## src/rtl/assert_macros.svh

```systemverilog
// Assertion macros for the debouncer RTL.
// No dependencies; included inside module bodies that carry checks.
`ifndef ASSERT_MACROS_SVH
`define ASSERT_MACROS_SVH

// Concurrent check clocked on a rising edge, muted while reset is low.
`define ASSERT_CLK(label, clk, rst_n, prop, msg) \
	label: assert property (@(posedge clk) disable iff (!(rst_n)) (prop)) \
		else $error(msg);

// Same check, never muted.
`define ASSERT_ALWAYS(label, clk, prop, msg) \
	label: assert property (@(posedge clk) (prop)) else $error(msg);

`endif

```

## src/rtl/bdhr_pkg.sv

```systemverilog
// Package for the button debouncer: register map, reset values, shared structs.
// No dependencies.
`default_nettype none

package bdhr_pkg;

	localparam int ADDR_W = 5;
	localparam int DATA_W = 32;
	localparam int CFG_W  = 16;

	// register index = paddr[4:2]
	localparam logic [2:0] REG_ENABLED     = 3'd0;
	localparam logic [2:0] REG_ACTIVE_LVL  = 3'd1;
	localparam logic [2:0] REG_PRESS_DB    = 3'd2;
	localparam logic [2:0] REG_RELEASE_DB  = 3'd3;
	localparam logic [2:0] REG_HOLD_IV     = 3'd4;

	localparam logic             RST_ENABLED    = 1'b1;
	localparam logic             RST_ACTIVE_LVL = 1'b0;
	localparam logic [CFG_W-1:0] RST_PRESS_DB   = 16'd50;
	localparam logic [CFG_W-1:0] RST_RELEASE_DB = 16'd50;
	localparam logic [CFG_W-1:0] RST_HOLD_IV    = 16'd1000;

	typedef struct packed {
		logic             enabled;
		logic             active_level;
		logic [CFG_W-1:0] press_debounce_ms;
		logic [CFG_W-1:0] release_debounce_ms;
		logic [CFG_W-1:0] hold_interval_ms;
	} cfg_t;

	typedef struct packed {
		logic pressed_state;
		logic release_event;
		logic hold_event;
		logic press_event;
	} result_t;

endpackage

`default_nettype wire

```

## src/rtl/bdhr_core.sv

```systemverilog
// Debounce state: held flag, three saturating tick counters, event decisions.
// Depends on bdhr_pkg and assert_macros.svh. State advances on each step.
`default_nettype none

module bdhr_core #(
	parameter int TIMER_WIDTH = 16
) (
	input  wire logic             clk,
	input  wire logic             arst_n,
	input  wire logic             step,
	input  wire logic             pin_level,
	input  wire bdhr_pkg::cfg_t   cfg,
	output bdhr_pkg::result_t     res
);
	import bdhr_pkg::*;
	`include "assert_macros.svh"

	// compare width covers both the counters and the 16-bit thresholds
	localparam int CMP_W = (TIMER_WIDTH > CFG_W) ? TIMER_WIDTH : CFG_W;
	localparam logic [TIMER_WIDTH-1:0] TMAX = '1;

	logic                   held_q;
	logic [TIMER_WIDTH-1:0] since_press_q, since_release_q, since_impulse_q;

	logic [TIMER_WIDTH-1:0] press_inc, release_inc, impulse_inc, impulse_nx;
	logic [TIMER_WIDTH-1:0] press_nx, release_nx;
	logic [CMP_W-1:0]       press_x, release_x, impulse_x;
	logic [CMP_W-1:0]       th_press, th_release, th_hold;
	logic                   held_nx, ev_press, ev_hold, ev_release, active;

	always_comb begin
		press_inc   = (since_press_q   == TMAX) ? TMAX : since_press_q   + 1'b1;
		release_inc = (since_release_q == TMAX) ? TMAX : since_release_q + 1'b1;
		impulse_inc = (since_impulse_q == TMAX) ? TMAX : since_impulse_q + 1'b1;

		active     = cfg.enabled && (pin_level == cfg.active_level);
		impulse_nx = active ? '0 : impulse_inc;

		press_x    = CMP_W'(press_inc);
		release_x  = CMP_W'(release_inc);
		impulse_x  = CMP_W'(impulse_nx);
		th_press   = CMP_W'(cfg.press_debounce_ms);
		th_release = CMP_W'(cfg.release_debounce_ms);
		th_hold    = CMP_W'(cfg.hold_interval_ms);

		ev_press   = 1'b0;
		ev_hold    = 1'b0;
		ev_release = 1'b0;
		press_nx   = press_inc;
		release_nx = release_inc;
		held_nx    = held_q;

		if (cfg.enabled) begin
			if (!held_q) begin
				if (release_x > th_press && impulse_x < th_press) begin
					ev_press = 1'b1;
					press_nx = '0;
					held_nx  = 1'b1;
				end
			end else if (press_x > th_release) begin
				if (press_x > th_hold) begin
					ev_hold  = 1'b1;
					press_nx = '0;
				end
				if (impulse_x > th_press) begin
					ev_release = 1'b1;
					press_nx   = '0;
					release_nx = '0;
					held_nx    = 1'b0;
				end
			end
		end

		res.press_event   = ev_press;
		res.hold_event    = ev_hold;
		res.release_event = ev_release;
		res.pressed_state = held_nx;
	end

	always_ff @(posedge clk or negedge arst_n) begin
		if (!arst_n) begin
			held_q          <= 1'b0;
			since_press_q   <= '0;
			since_release_q <= TMAX;
			since_impulse_q <= TMAX;
		end else if (step) begin
			held_q          <= held_nx;
			since_press_q   <= press_nx;
			since_release_q <= release_nx;
			since_impulse_q <= impulse_nx;
		end
	end

	`ASSERT_CLK(a_press_from_released, clk, arst_n,
		step && res.press_event |-> !held_q && !res.release_event,
		"press fired while already held")
	`ASSERT_CLK(a_frozen_when_disabled, clk, arst_n,
		step && !cfg.enabled |=> held_q == $past(held_q),
		"held flag moved while disabled")
	`ASSERT_CLK(a_event_restarts_timer, clk, arst_n,
		step && (res.press_event || res.hold_event || res.release_event) |=>
			since_press_q == '0,
		"press timer not restarted by event")
	`ASSERT_CLK(a_release_clears_timer, clk, arst_n,
		step && res.release_event |=> since_release_q == '0 && !held_q,
		"release did not restart release timer")

endmodule

`default_nettype wire

```

## src/rtl/button_debounce_hold_repeat.sv

```systemverilog
// Channel   | Dir | tdata bits                          | tuser
// s_*       | in  | [0] pin_level                       | -
// m_*       | out | [0] press [1] hold [2] release [3] pressed_state | -
// APB       | cfg | 5 regs at 4*i: enabled, active_level, press/release debounce, hold interval
//
// One tick per cycle sustained while the master side accepts results; a tick waits in the
// input register and its result is registered in the output register when the tick advances.
// bdhr_core updates its counters and runs the threshold compares on each step.
// Reset: released, press timer zero, release and impulse timers saturated.
// A stalled master side holds the result; the input register keeps one more beat.
// Depends on bdhr_pkg and bdhr_core.
`default_nettype none

module button_debounce_hold_repeat #(
	parameter int TIMER_WIDTH = 16
) (
	input  wire logic                          clk,
	input  wire logic                          arst_n,
	input  wire logic                          s_tvalid,
	output logic                               s_tready,
	input  wire logic [7:0]                    s_tdata,  // [0] pin_level, [7:1] zero
	output logic                               m_tvalid,
	input  wire logic                          m_tready,
	output logic [7:0]                         m_tdata,  // [0] press_event [1] hold_event
	                                                     // [2] release_event [3] pressed_state
	input  wire logic                          psel,
	input  wire logic                          penable,
	input  wire logic                          pwrite,
	input  wire logic [bdhr_pkg::ADDR_W-1:0]   paddr,
	input  wire logic [bdhr_pkg::DATA_W-1:0]   pwdata,
	output logic [bdhr_pkg::DATA_W-1:0]       prdata,
	output logic                               pready
);
	import bdhr_pkg::*;

	cfg_t       cfg_q;
	logic       valid_s1, pin_s1;
	logic       out_valid_q;
	result_t    out_q, res;
	logic       advance, wr_en;
	logic [2:0] reg_idx;

	assign pready  = 1'b1;
	assign reg_idx = paddr[ADDR_W-1:2];
	assign wr_en   = psel && penable && pwrite && pready;

	always_ff @(posedge clk or negedge arst_n) begin
		if (!arst_n) begin
			cfg_q.enabled             <= RST_ENABLED;
			cfg_q.active_level        <= RST_ACTIVE_LVL;
			cfg_q.press_debounce_ms   <= RST_PRESS_DB;
			cfg_q.release_debounce_ms <= RST_RELEASE_DB;
			cfg_q.hold_interval_ms    <= RST_HOLD_IV;
		end else if (wr_en) begin
			unique case (reg_idx)
				REG_ENABLED:    cfg_q.enabled             <= pwdata[0];
				REG_ACTIVE_LVL: cfg_q.active_level        <= pwdata[0];
				REG_PRESS_DB:   cfg_q.press_debounce_ms   <= pwdata[CFG_W-1:0];
				REG_RELEASE_DB: cfg_q.release_debounce_ms <= pwdata[CFG_W-1:0];
				REG_HOLD_IV:    cfg_q.hold_interval_ms    <= pwdata[CFG_W-1:0];
				default: ;
			endcase
		end
	end

	always_comb begin
		unique case (reg_idx)
			REG_ENABLED:    prdata = DATA_W'(cfg_q.enabled);
			REG_ACTIVE_LVL: prdata = DATA_W'(cfg_q.active_level);
			REG_PRESS_DB:   prdata = DATA_W'(cfg_q.press_debounce_ms);
			REG_RELEASE_DB: prdata = DATA_W'(cfg_q.release_debounce_ms);
			REG_HOLD_IV:    prdata = DATA_W'(cfg_q.hold_interval_ms);
			default:        prdata = '0;
		endcase
	end

	// input beat moves on when the result register is free or draining
	assign advance  = valid_s1 && (!out_valid_q || m_tready);
	assign s_tready = !valid_s1 || advance;

	always_ff @(posedge clk or negedge arst_n) begin
		if (!arst_n) begin
			valid_s1    <= 1'b0;
			out_valid_q <= 1'b0;
		end else begin
			if (s_tready)
				valid_s1 <= s_tvalid;
			if (advance)
				out_valid_q <= 1'b1;
			else if (m_tready)
				out_valid_q <= 1'b0;
		end
	end

	always_ff @(posedge clk) begin
		if (s_tready && s_tvalid)
			pin_s1 <= s_tdata[0];
		if (advance)
			out_q <= res;
	end

	bdhr_core #(
		.TIMER_WIDTH(TIMER_WIDTH)
	) u_core (
		.clk       (clk),
		.arst_n    (arst_n),
		.step      (advance),
		.pin_level (pin_s1),
		.cfg       (cfg_q),
		.res       (res)
	);

	assign m_tvalid = out_valid_q;
	assign m_tdata  = {4'b0000, out_q.pressed_state, out_q.release_event,
	                   out_q.hold_event, out_q.press_event};

endmodule

`default_nettype wire

```

## config.mk

```make
export PLATFORM = sky130hd
export DESIGN_NAME = button_debounce_hold_repeat
export DESIGN_NICKNAME = d
export VERILOG_FILES = /design/src/rtl/bdhr_pkg.sv /design/src/rtl/bdhr_core.sv /design/src/rtl/button_debounce_hold_repeat.sv
export VERILOG_INCLUDE_DIRS = /design/src /design/src/rtl
export SDC_FILE = /design/constraint.sdc
export NUM_CORES = 1
export LEC_CHECK = 0
export BUFFER_PORTS_ARGS = -buffer_cell sky130_fd_sc_hd__buf_2
export CAP_MARGIN = 20
export CORE_UTILIZATION = 64
export CTS_CLUSTER_SIZE = 14
export DETAILED_ROUTE_END_ITERATION = 10
export GPL_TIMING_DRIVEN = 0
export MAX_ROUTING_LAYER = met4
export PLACE_DENSITY = 0.95
export REMOVE_ABC_BUFFERS = 1
export SYNTH_ARGS = -nofsm -noshare
export SYNTH_HDL_FRONTEND = slang
export SYNTH_HIERARCHICAL = 1
export SYNTH_SLANG_ARGS = --single-unit
```

## constraint.sdc

```tcl
create_clock -name clk -period 8.35 [get_ports clk]
set_input_delay 0.835 -clock clk [delete_from_list [all_inputs] [get_ports clk]]
set_output_delay 0.835 -clock clk [all_outputs]
set_load 0.01 [all_outputs]
```

==> results.py, run 1 <==
metrics = {
    "clock_tree": {
        "insertion_delay_ps": 350,
        "clock_sinks": 106,
        "postCtsResizedCells": 0,
        "ctsRootBufferMaster": "clkbuf_16",
        "htreeDepth": 3,
        "hold_buffers": 0,
        "cts_buffers": 9,
        "post-cts-setup-buffers": 0,
        "cts_tree": "yes",
        "clkTransAtPathRegs_ps": 70,
        "clockBufferDepth": 2,
    },
    "hold_path": {
        "hold_path.class": "input port to async pin",
    },
    "logic_synthesis": {
        "synthMostInstantiatedCell": "nand2_1",
        "syn_inst": 755,
        "synth_top_family_by_area": "simple AND/OR/NAND/NOR gates",
        "synth-edff-count": 5,
        "synth_seq_area_share_pct": 36.9,
        "netlist_top_cells_count": "98 x nand2_1, 67 x ha_1, 56 x dfrtp_1, 56 x mux2_2, 51 x inv_1",
        "synth_cell_types": 64,
        "yosys.area.top_type": "dfrtp_1",
        "synth-compound-area-share_pct": 12.7,
        "yosys.area_share.simple_pct": 15.2,
        "ys_top_cells_by_area": "dfrtp_1 19%, dfstp_2 16%, ha_1 11%",
        "synth_top_area_share_pct": 18.9,
        "syn_area_um2": 7410,
        "ys_async_sr_fraction_pct": 95.3,
        "synthFlopType": "dfrtp_1",
        "synth-xor-area-share_pct": 3.78,
        "synth_fa_ha_area_share_pct": 11.3,
        "ys.warnings.count": 6,
        "synthMuxAreaShare_pct": 12.5,
        "syn-mean-instance-area_um2": 9.81,
        "synth_seq_cells": 106,
    },
    "setup_path": {
        "crit_top_cell": "or3_1",
        "worstSetupPathType": "flop to flop",
        "start_kind": "flop",
        "cpMaxStageDelayCell": "or3b_1",
        "path_max_fanout": 16,
        "critPathArrivalTime_ps": 5310,
        "slowest_delay_ps": 790,
        "r2r_cells": 13,
        "crit_required_ps": 8540,
        "crit_chain": "ha_1 -> nand3_1 -> or3_1 -> or3_1 -> a21oi_1 -> ha_1 -> nand4_1 -> nor3_2 -> a21boi_1 -> or4b_4 -> or3_1 -> or3b_1 -> o2bb2ai_1",
        "end_kind": "flop",
    },
    "sta": {
        "fin_crit_sh_pct": 61.3,
        "tightest_slew_ps": 1020,
        "setup_slack_ps": 3230,
        "fin_crit_ps": 5120,
        "rsz0062_at_grt": "false",
        "setup_violations": 0,
        "fmax_mhz": 195,
        "timing.hold.ws_ps": 486,
        "slew_violations": 0,
        "tns_ps": 0,
        "slew_headroom_pct": 31.7,
        "fin_worst_skew_ps": 6.99,
        "hold_viol": 0,
    },
    "finish": {
        "syn_to_final_growth_pct": 6.72,
        "num-fill-cells": 753,
        "stdcell_count": 925,
        "fin_nets": 900,
        "layout-drive-gt1-share_pct": 23.8,
        "antenna_cells": 0,
        "final_core_util_pct": 71.4,
    },
    "place": {
        "placed_cells": 910,
        "pre_cts_ws_ps": 3300,
        "port-buffer-count": 48,
        "hpwl_um": 12400,
        "gp_congestion": 0.895,
    },
    "routing": {
        "drt_first_pass_iters": 5,
        "drtAntennaViolNets": 0,
        "num_vias": 5949,
        "route.detailed.drc": 0,
        "viasPerCell": 6.43,
        "wl_um": 17600,
        "drt_iter0_drc": 441,
        "routedWlPerCell_um": 19.0,
    },
    "die": {
        "io_pins": 95,
        "die_w_um": 110,
        "start_util_pct": 66.9,
        "die_area_um2": 12000,
        "die_h_um": 110,
        "num_rows": 38,
        "core-area_um2": 11100,
    },
    "power_and_ir_drop": {
        "ir_worst_vdd_uv": 186,
        "p_per_area_nw_per_um2": 215,
        "leakage_nw": 3.64,
    },
    "grt": {
        "grt_usage_pct": 32.7,
        "gr-total-overflow": 0,
        "grt_pass1_vias": 5765,
        "grt_pass1_wl_um": 28600,
        "grt_max_degree": 57,
        "antenna_found_initial": 0,
    },
    "flow_run": {
        "maxCapViolCount": 0,
    },
    "run_status": {
        "status": "finished, final reports clean",
    },
}
==> state kept, by name, summed over array words and instances (netlist names) <==
register / flops
cfg_q: 50
m_tdata: 4
m_tvalid: 1
pin_s1: 1
u_core/held_q: 1
u_core/since_impulse_q: 16
u_core/since_press_q: 16
u_core/since_release_q: 16
valid_s1: 1
==> final timing paths <==
check                                                            from                                     end  slack [ps]
worst max-delay path            u_core/since_impulse_q[0]$_DFFE_PN1P_     u_core/since_press_q[3]$_DFFE_PN0P_        3230
worst min-delay path                                           arst_n                   cfg_q[19]$_DFFE_PN0P_         490
worst max register to register  u_core/since_impulse_q[0]$_DFFE_PN1P_     u_core/since_press_q[3]$_DFFE_PN0P_        3230
worst min register to register                   valid_s1$_DFFE_PN0N_                    m_tvalid$_DFFE_PN0P_         500
max in group asynchronous                                      arst_n  u_core/since_release_q[14]$_DFFE_PN1P_        7130
min in group clk                                 valid_s1$_DFFE_PN0N_                    m_tvalid$_DFFE_PN0P_         500
==> metal layers <==
| metal | wire length, um | up-vias | track usage [%] |
|---|---|---|---|
| met5 | 0 | - | - |
| met4 | 788 | 0 | 16.9 |
| met3 | 1350 | 60 | 5.28 |
| met2 | 8410 | 335 | 51.8 |
| met1 | 7060 | 2840 | 40.5 |
| li1 | - | 2714 | - |
==> critical path: cells and delay by family, from the launching register on <==
family	cells	cell delay, ps
AND/OR/NAND/NOR	8	3270
AO/OA/AOI/OAI	3	620
flip-flops	1	570
adder cells (fa/ha/maj)	2	490
==> cells by family (layout without fill, tap and decap cells) <==
logic type	count (synthesis)	count (layout)
buffers and inverters	107	118
other	2	21
flip-flops	106	106
XOR/XNOR	32	32
adder cells (fa/ha/maj)	67	67
AO/OA/AOI/OAI	135	135
AND/OR/NAND/NOR	222	222
multiplexers	84	84
==> report_power, final <==
part	internal [mW]	switching (mW)
combinational	0.246	0.319
sequential	0.628	0.0828
clock	0.240	0.188
total	1.11	0.589
==> layout by cell type (no fill, tap or decap), types with 10 or more instances in the layout <==
cell,netlist,layout
buf_2,3,47
xor2_1,16,16
o2bb2ai_1,16,16
conb_1,2,21
ha_1,67,67
o21ai_0,26,26
mux2_2,56,56
nand3_1,28,28
mux2_1,10,10
nand4_1,13,13
nand2_1,98,98
a21oi_1,49,49
dfstp_2,45,45
xnor2_1,16,16
nor2_1,18,18
dfrtp_1,56,56
mux2i_1,18,18
inv_1,51,51
==> metrics by stage <==
step,cell area [um^2],power [mW]
6_report,7910,1.70
5_1_grt,7910,1.79
4_1_cts,7910,1.69
3_5_place_dp,7620,1.26
3_3_place_gp,7530,1.20
2_1_floorplan,7120,1.08
==> layout make-up <==
cell class | instances | area (um^2) | area share (%)
sequential | 106 | 2730 | 34.6
inverter | 52 | 195 | 2.47
clock buffer | 13 | 250 | 3.17
clock inverter | 2 | 37.5 | 0.475
tap | 140 | 175 | 2.22
timing repair buffer | 51 | 318 | 4.02
multi-input combinational | 561 | 4200 | 53.1
Note: power is estimated with default switching activity, not from simulation.
==> run 2: changes to the inputs <==
- ABC_AREA: unset -> 1
- CORE_UTILIZATION: 64 -> 54
- PLACE_DENSITY: 0.95 -> 0.86
- clock period: 8.35 -> 4.5 ns (I/O delays scaled with it)
==> results.py, run 2 <==
metrics = {
    "run_status": {
        "status": "finished, final reports clean",
    },
    "setup_path": {
        "r2r-start": "u_core/since_impulse_q[0]$_DFFE_PN1P_",
        "path_max_fanout": 18,
        "start_kind": "flop",
        "ff2ff_setup_slack_ps": 380,
        "r2r_cells": 22,
        "crit_required_ps": 4800,
        "worstReg2RegEnd": "u_core/held_q$_DFFE_PN0P_",
        "crit_top_cell": "nand2_1",
        "cpMaxStageDelayCell": "nand3_1",
        "cp_top_family": "simple AND/OR/NAND/NOR gates",
        "worstSetupPathType": "flop to flop",
        "end_kind": "flop",
        "crit_buf_inv": 1,
        "slowest_delay_ps": 620,
        "crit_chain": "ha_1 -> nand2_2 -> nor3_4 -> nand3_2 -> nor2_4 -> nand2_2 -> inv_1 -> nor2_1 -> nor2_1 -> ha_1 -> nand2_1 -> nand2_1 -> nand2_1 -> nand2_1 -> nand2_1 -> nand2_1 -> nand2_1 -> and2_1 -> nand3_1 -> nand2_1 -> nand2_1 -> nand2_1",
        "critPathArrivalTime_ps": 4420,
    },
    "sta": {
        "setup_slack_ps": 385,
        "tns_ps": 0,
        "setup_violations": 0,
        "fin_crit_ps": 4120,
        "slew_headroom_pct": 41.6,
        "fmax_mhz": 243,
        "hold_viol": 0,
        "rsz0062_at_grt": "false",
        "fin_crit_sh_pct": 91.5,
        "slew_violations": 0,
        "tightest_slew_ps": 873,
        "fin_worst_skew_ps": 7.52,
    },
    "finish": {
        "syn_to_final_growth_pct": 7.57,
        "mostFrequentLayoutCells": "326 x nand2_1, 152 x inv_1, 76 x nor2_1",
        "fin_nets": 1235,
        "largest_reg_flops": 50,
        "stdcell_count": 1302,
        "largest-register": "cfg_q",
        "final_common_cell": "nand2_1",
        "layout-drive-gt1-share_pct": 14.7,
    },
    "power_and_ir_drop": {
        "p_seq_share_pct": 38.4,
        "switching_share_pct": 37.5,
        "switchingPower_mw": 1.31,
        "p_total_mw": 3.49,
        "pwr-share-clk_pct": 26.4,
        "p_comb_share_pct": 35.2,
        "leakage_nw": 4.62,
        "ir_worst_vdd_uv": 284,
        "p_per_area_nw_per_um2": 408,
        "p_int_mw": 2.18,
    },
    "logic_synthesis": {
        "synth-edff-count": 5,
        "synthMostInstantiatedCell": "nand2_1",
        "synth_seq_cells": 106,
        "synthFlopType": "dfrtp_1",
        "ys_async_sr_fraction_pct": 95.3,
        "ys_top_cells_by_area": "dfrtp_1 18%, nand2_1 15%, dfstp_2 15%",
        "yosys.area.top_type": "dfrtp_1",
        "syn_inst": 1091,
        "syn_area_um2": 7950,
        "synth_cell_types": 43,
        "synth_top_area_share_pct": 17.6,
        "synth_seq_area_share_pct": 34.4,
        "syn-mean-instance-area_um2": 7.29,
        "netlist_top_cells_count": "327 x nand2_1, 152 x inv_1, 77 x nor2_1, 67 x ha_1, 67 x nand3_1",
        "ys.warnings.count": 6,
    },
    "place": {
        "placed_cells": 1285,
        "gp_congestion": 0.870,
        "hpwl_um": 13900,
        "port-buffer-count": 48,
        "pre_cts_ws_ps": -181,
    },
    "grt": {
        "gr-total-overflow": 0,
        "antenna_found_initial": 1,
        "grt_max_degree": 61,
        "grt_usage_pct": 28.1,
        "grt_pass1_vias": 6783,
        "grt_pass1_wl_um": 32100,
    },
    "clock_tree": {
        "clockBufferDepth": 2,
        "ctsRootBufferMaster": "clkbuf_16",
        "post-cts-setup-buffers": 0,
        "clkTransAtPathRegs_ps": 70,
        "cts_tree": "yes",
        "clock_sinks": 106,
        "insertion_delay_ps": 360,
        "cts_buffers": 9,
        "htreeDepth": 3,
    },
    "die": {
        "io_pins": 95,
        "die_area_um2": 15200,
        "die_w_um": 123,
        "start_util_pct": 56.4,
        "num_rows": 43,
        "core-area_um2": 14100,
        "die_h_um": 123,
    },
    "routing": {
        "viasPerCell": 5.56,
        "drt_iter0_drc": 597,
        "num_vias": 7244,
        "drt_first_pass_iters": 6,
        "drtAntennaViolNets": 0,
        "wl_um": 19500,
        "routedWlPerCell_um": 14.9,
        "route.detailed.drc": 0,
    },
    "hold_path": {
        "hold_path.class": "input port to async pin",
    },
    "flow_run": {
        "maxCapViolCount": 0,
    },
}
## run 2: worst register-to-register path, delay by kind of cell (launching register included)
kind	cells	cell delay, ps
fa+ha+maj	2	470
buf+inv	1	210
flops	1	550
simple gates	19	2840
## run 2: worst max-delay path by stage
stage                                                     start                               endpoint  slack, ps  cells past startpoint
after global routing      u_core/since_impulse_q[0]$_DFFE_PN1P_              u_core/held_q$_DFFE_PN0P_         20                     20
after floorplan                                        m_tready    u_core/since_press_q[0]$_DFFE_PN0P_        280                      6
final                     u_core/since_impulse_q[0]$_DFFE_PN1P_              u_core/held_q$_DFFE_PN0P_        380                     22
after CTS                 u_core/since_impulse_q[0]$_DFFE_PN1P_  u_core/since_release_q[2]$_DFFE_PN1P_        380                     21
after global placement                                 m_tready    u_core/since_press_q[8]$_DFFE_PN0P_      -1960                      7
after detailed placement                  cfg_q[49]$_DFFE_PN1P_  u_core/since_release_q[2]$_DFFE_PN1P_       -180                     15
## run 2: area by class of cell
cell class	instances	area, um^2
fillers	1265	5550
multi-input cells	790	4330
flip-flops and latches	106	2730
inverters	158	596
repair buffers	51	318
clock buffers	12	278
well taps	180	225
clock inverters	4	70.1
diodes	1	2.50
## run 2: logic make-up (layout without fill, tap and decap cells)
family                     after synthesis  count (layout)  share of synthesized area, %
and+or+nand+nor                        550             550                          31.0
AOI/OAI and AO/OA                      124             124                          8.56
xor gates and xnor gates                28              28                          3.09
buffers and inverters                  214             225                          12.3
other                                    2              22                        0.0945
adders and majority gates               67              67                          10.5
DFF                                    106             106                          34.4
## run 2: layer usage
| metal | part of all wire, % | wire length (um) | GRT usage [%] | vias to the layer above |
|---|---|---|---|---|
| li1 | - | - | - | 3485 |
| met1 | 44 | 8490 | 37.0 | 3398 |
| met2 | 46 | 9040 | 43.6 | 316 |
| met3 | 6.7 | 1300 | 3.23 | 45 |
| met4 | 3.2 | 613 | 12.3 | 0 |
| met5 | 0 | 0 | - | - |
## run 2: what timing repair did
item                                    CTS  global route
hold buffers                              0             0
gates resized for setup                   2             1
endpoints found under the setup margin   13            13
pin swaps                                 0             0
## run 2: power groups by stage
stage	Clock (mW)	Combinational, mW	Sequential [mW]
floorplan	0	0.869	1.31
global placement	0	1.10	1.34
detailed placement	0	1.18	1.35
CTS	0.928	1.21	1.33
global route	0.964	1.41	1.37
finish	0.921	1.23	1.34
## run 2: stage by stage
stage,area [um^2],util [%],hold WS [ps]
5_1_grt,8550,60.7,134
3_5_place_dp,8190,58.1,462
2_1_floorplan,7640,-,154
4_1_cts,8550,60.6,106
6_report,8550,60.7,85.2
3_3_place_gp,8100,57.5,458
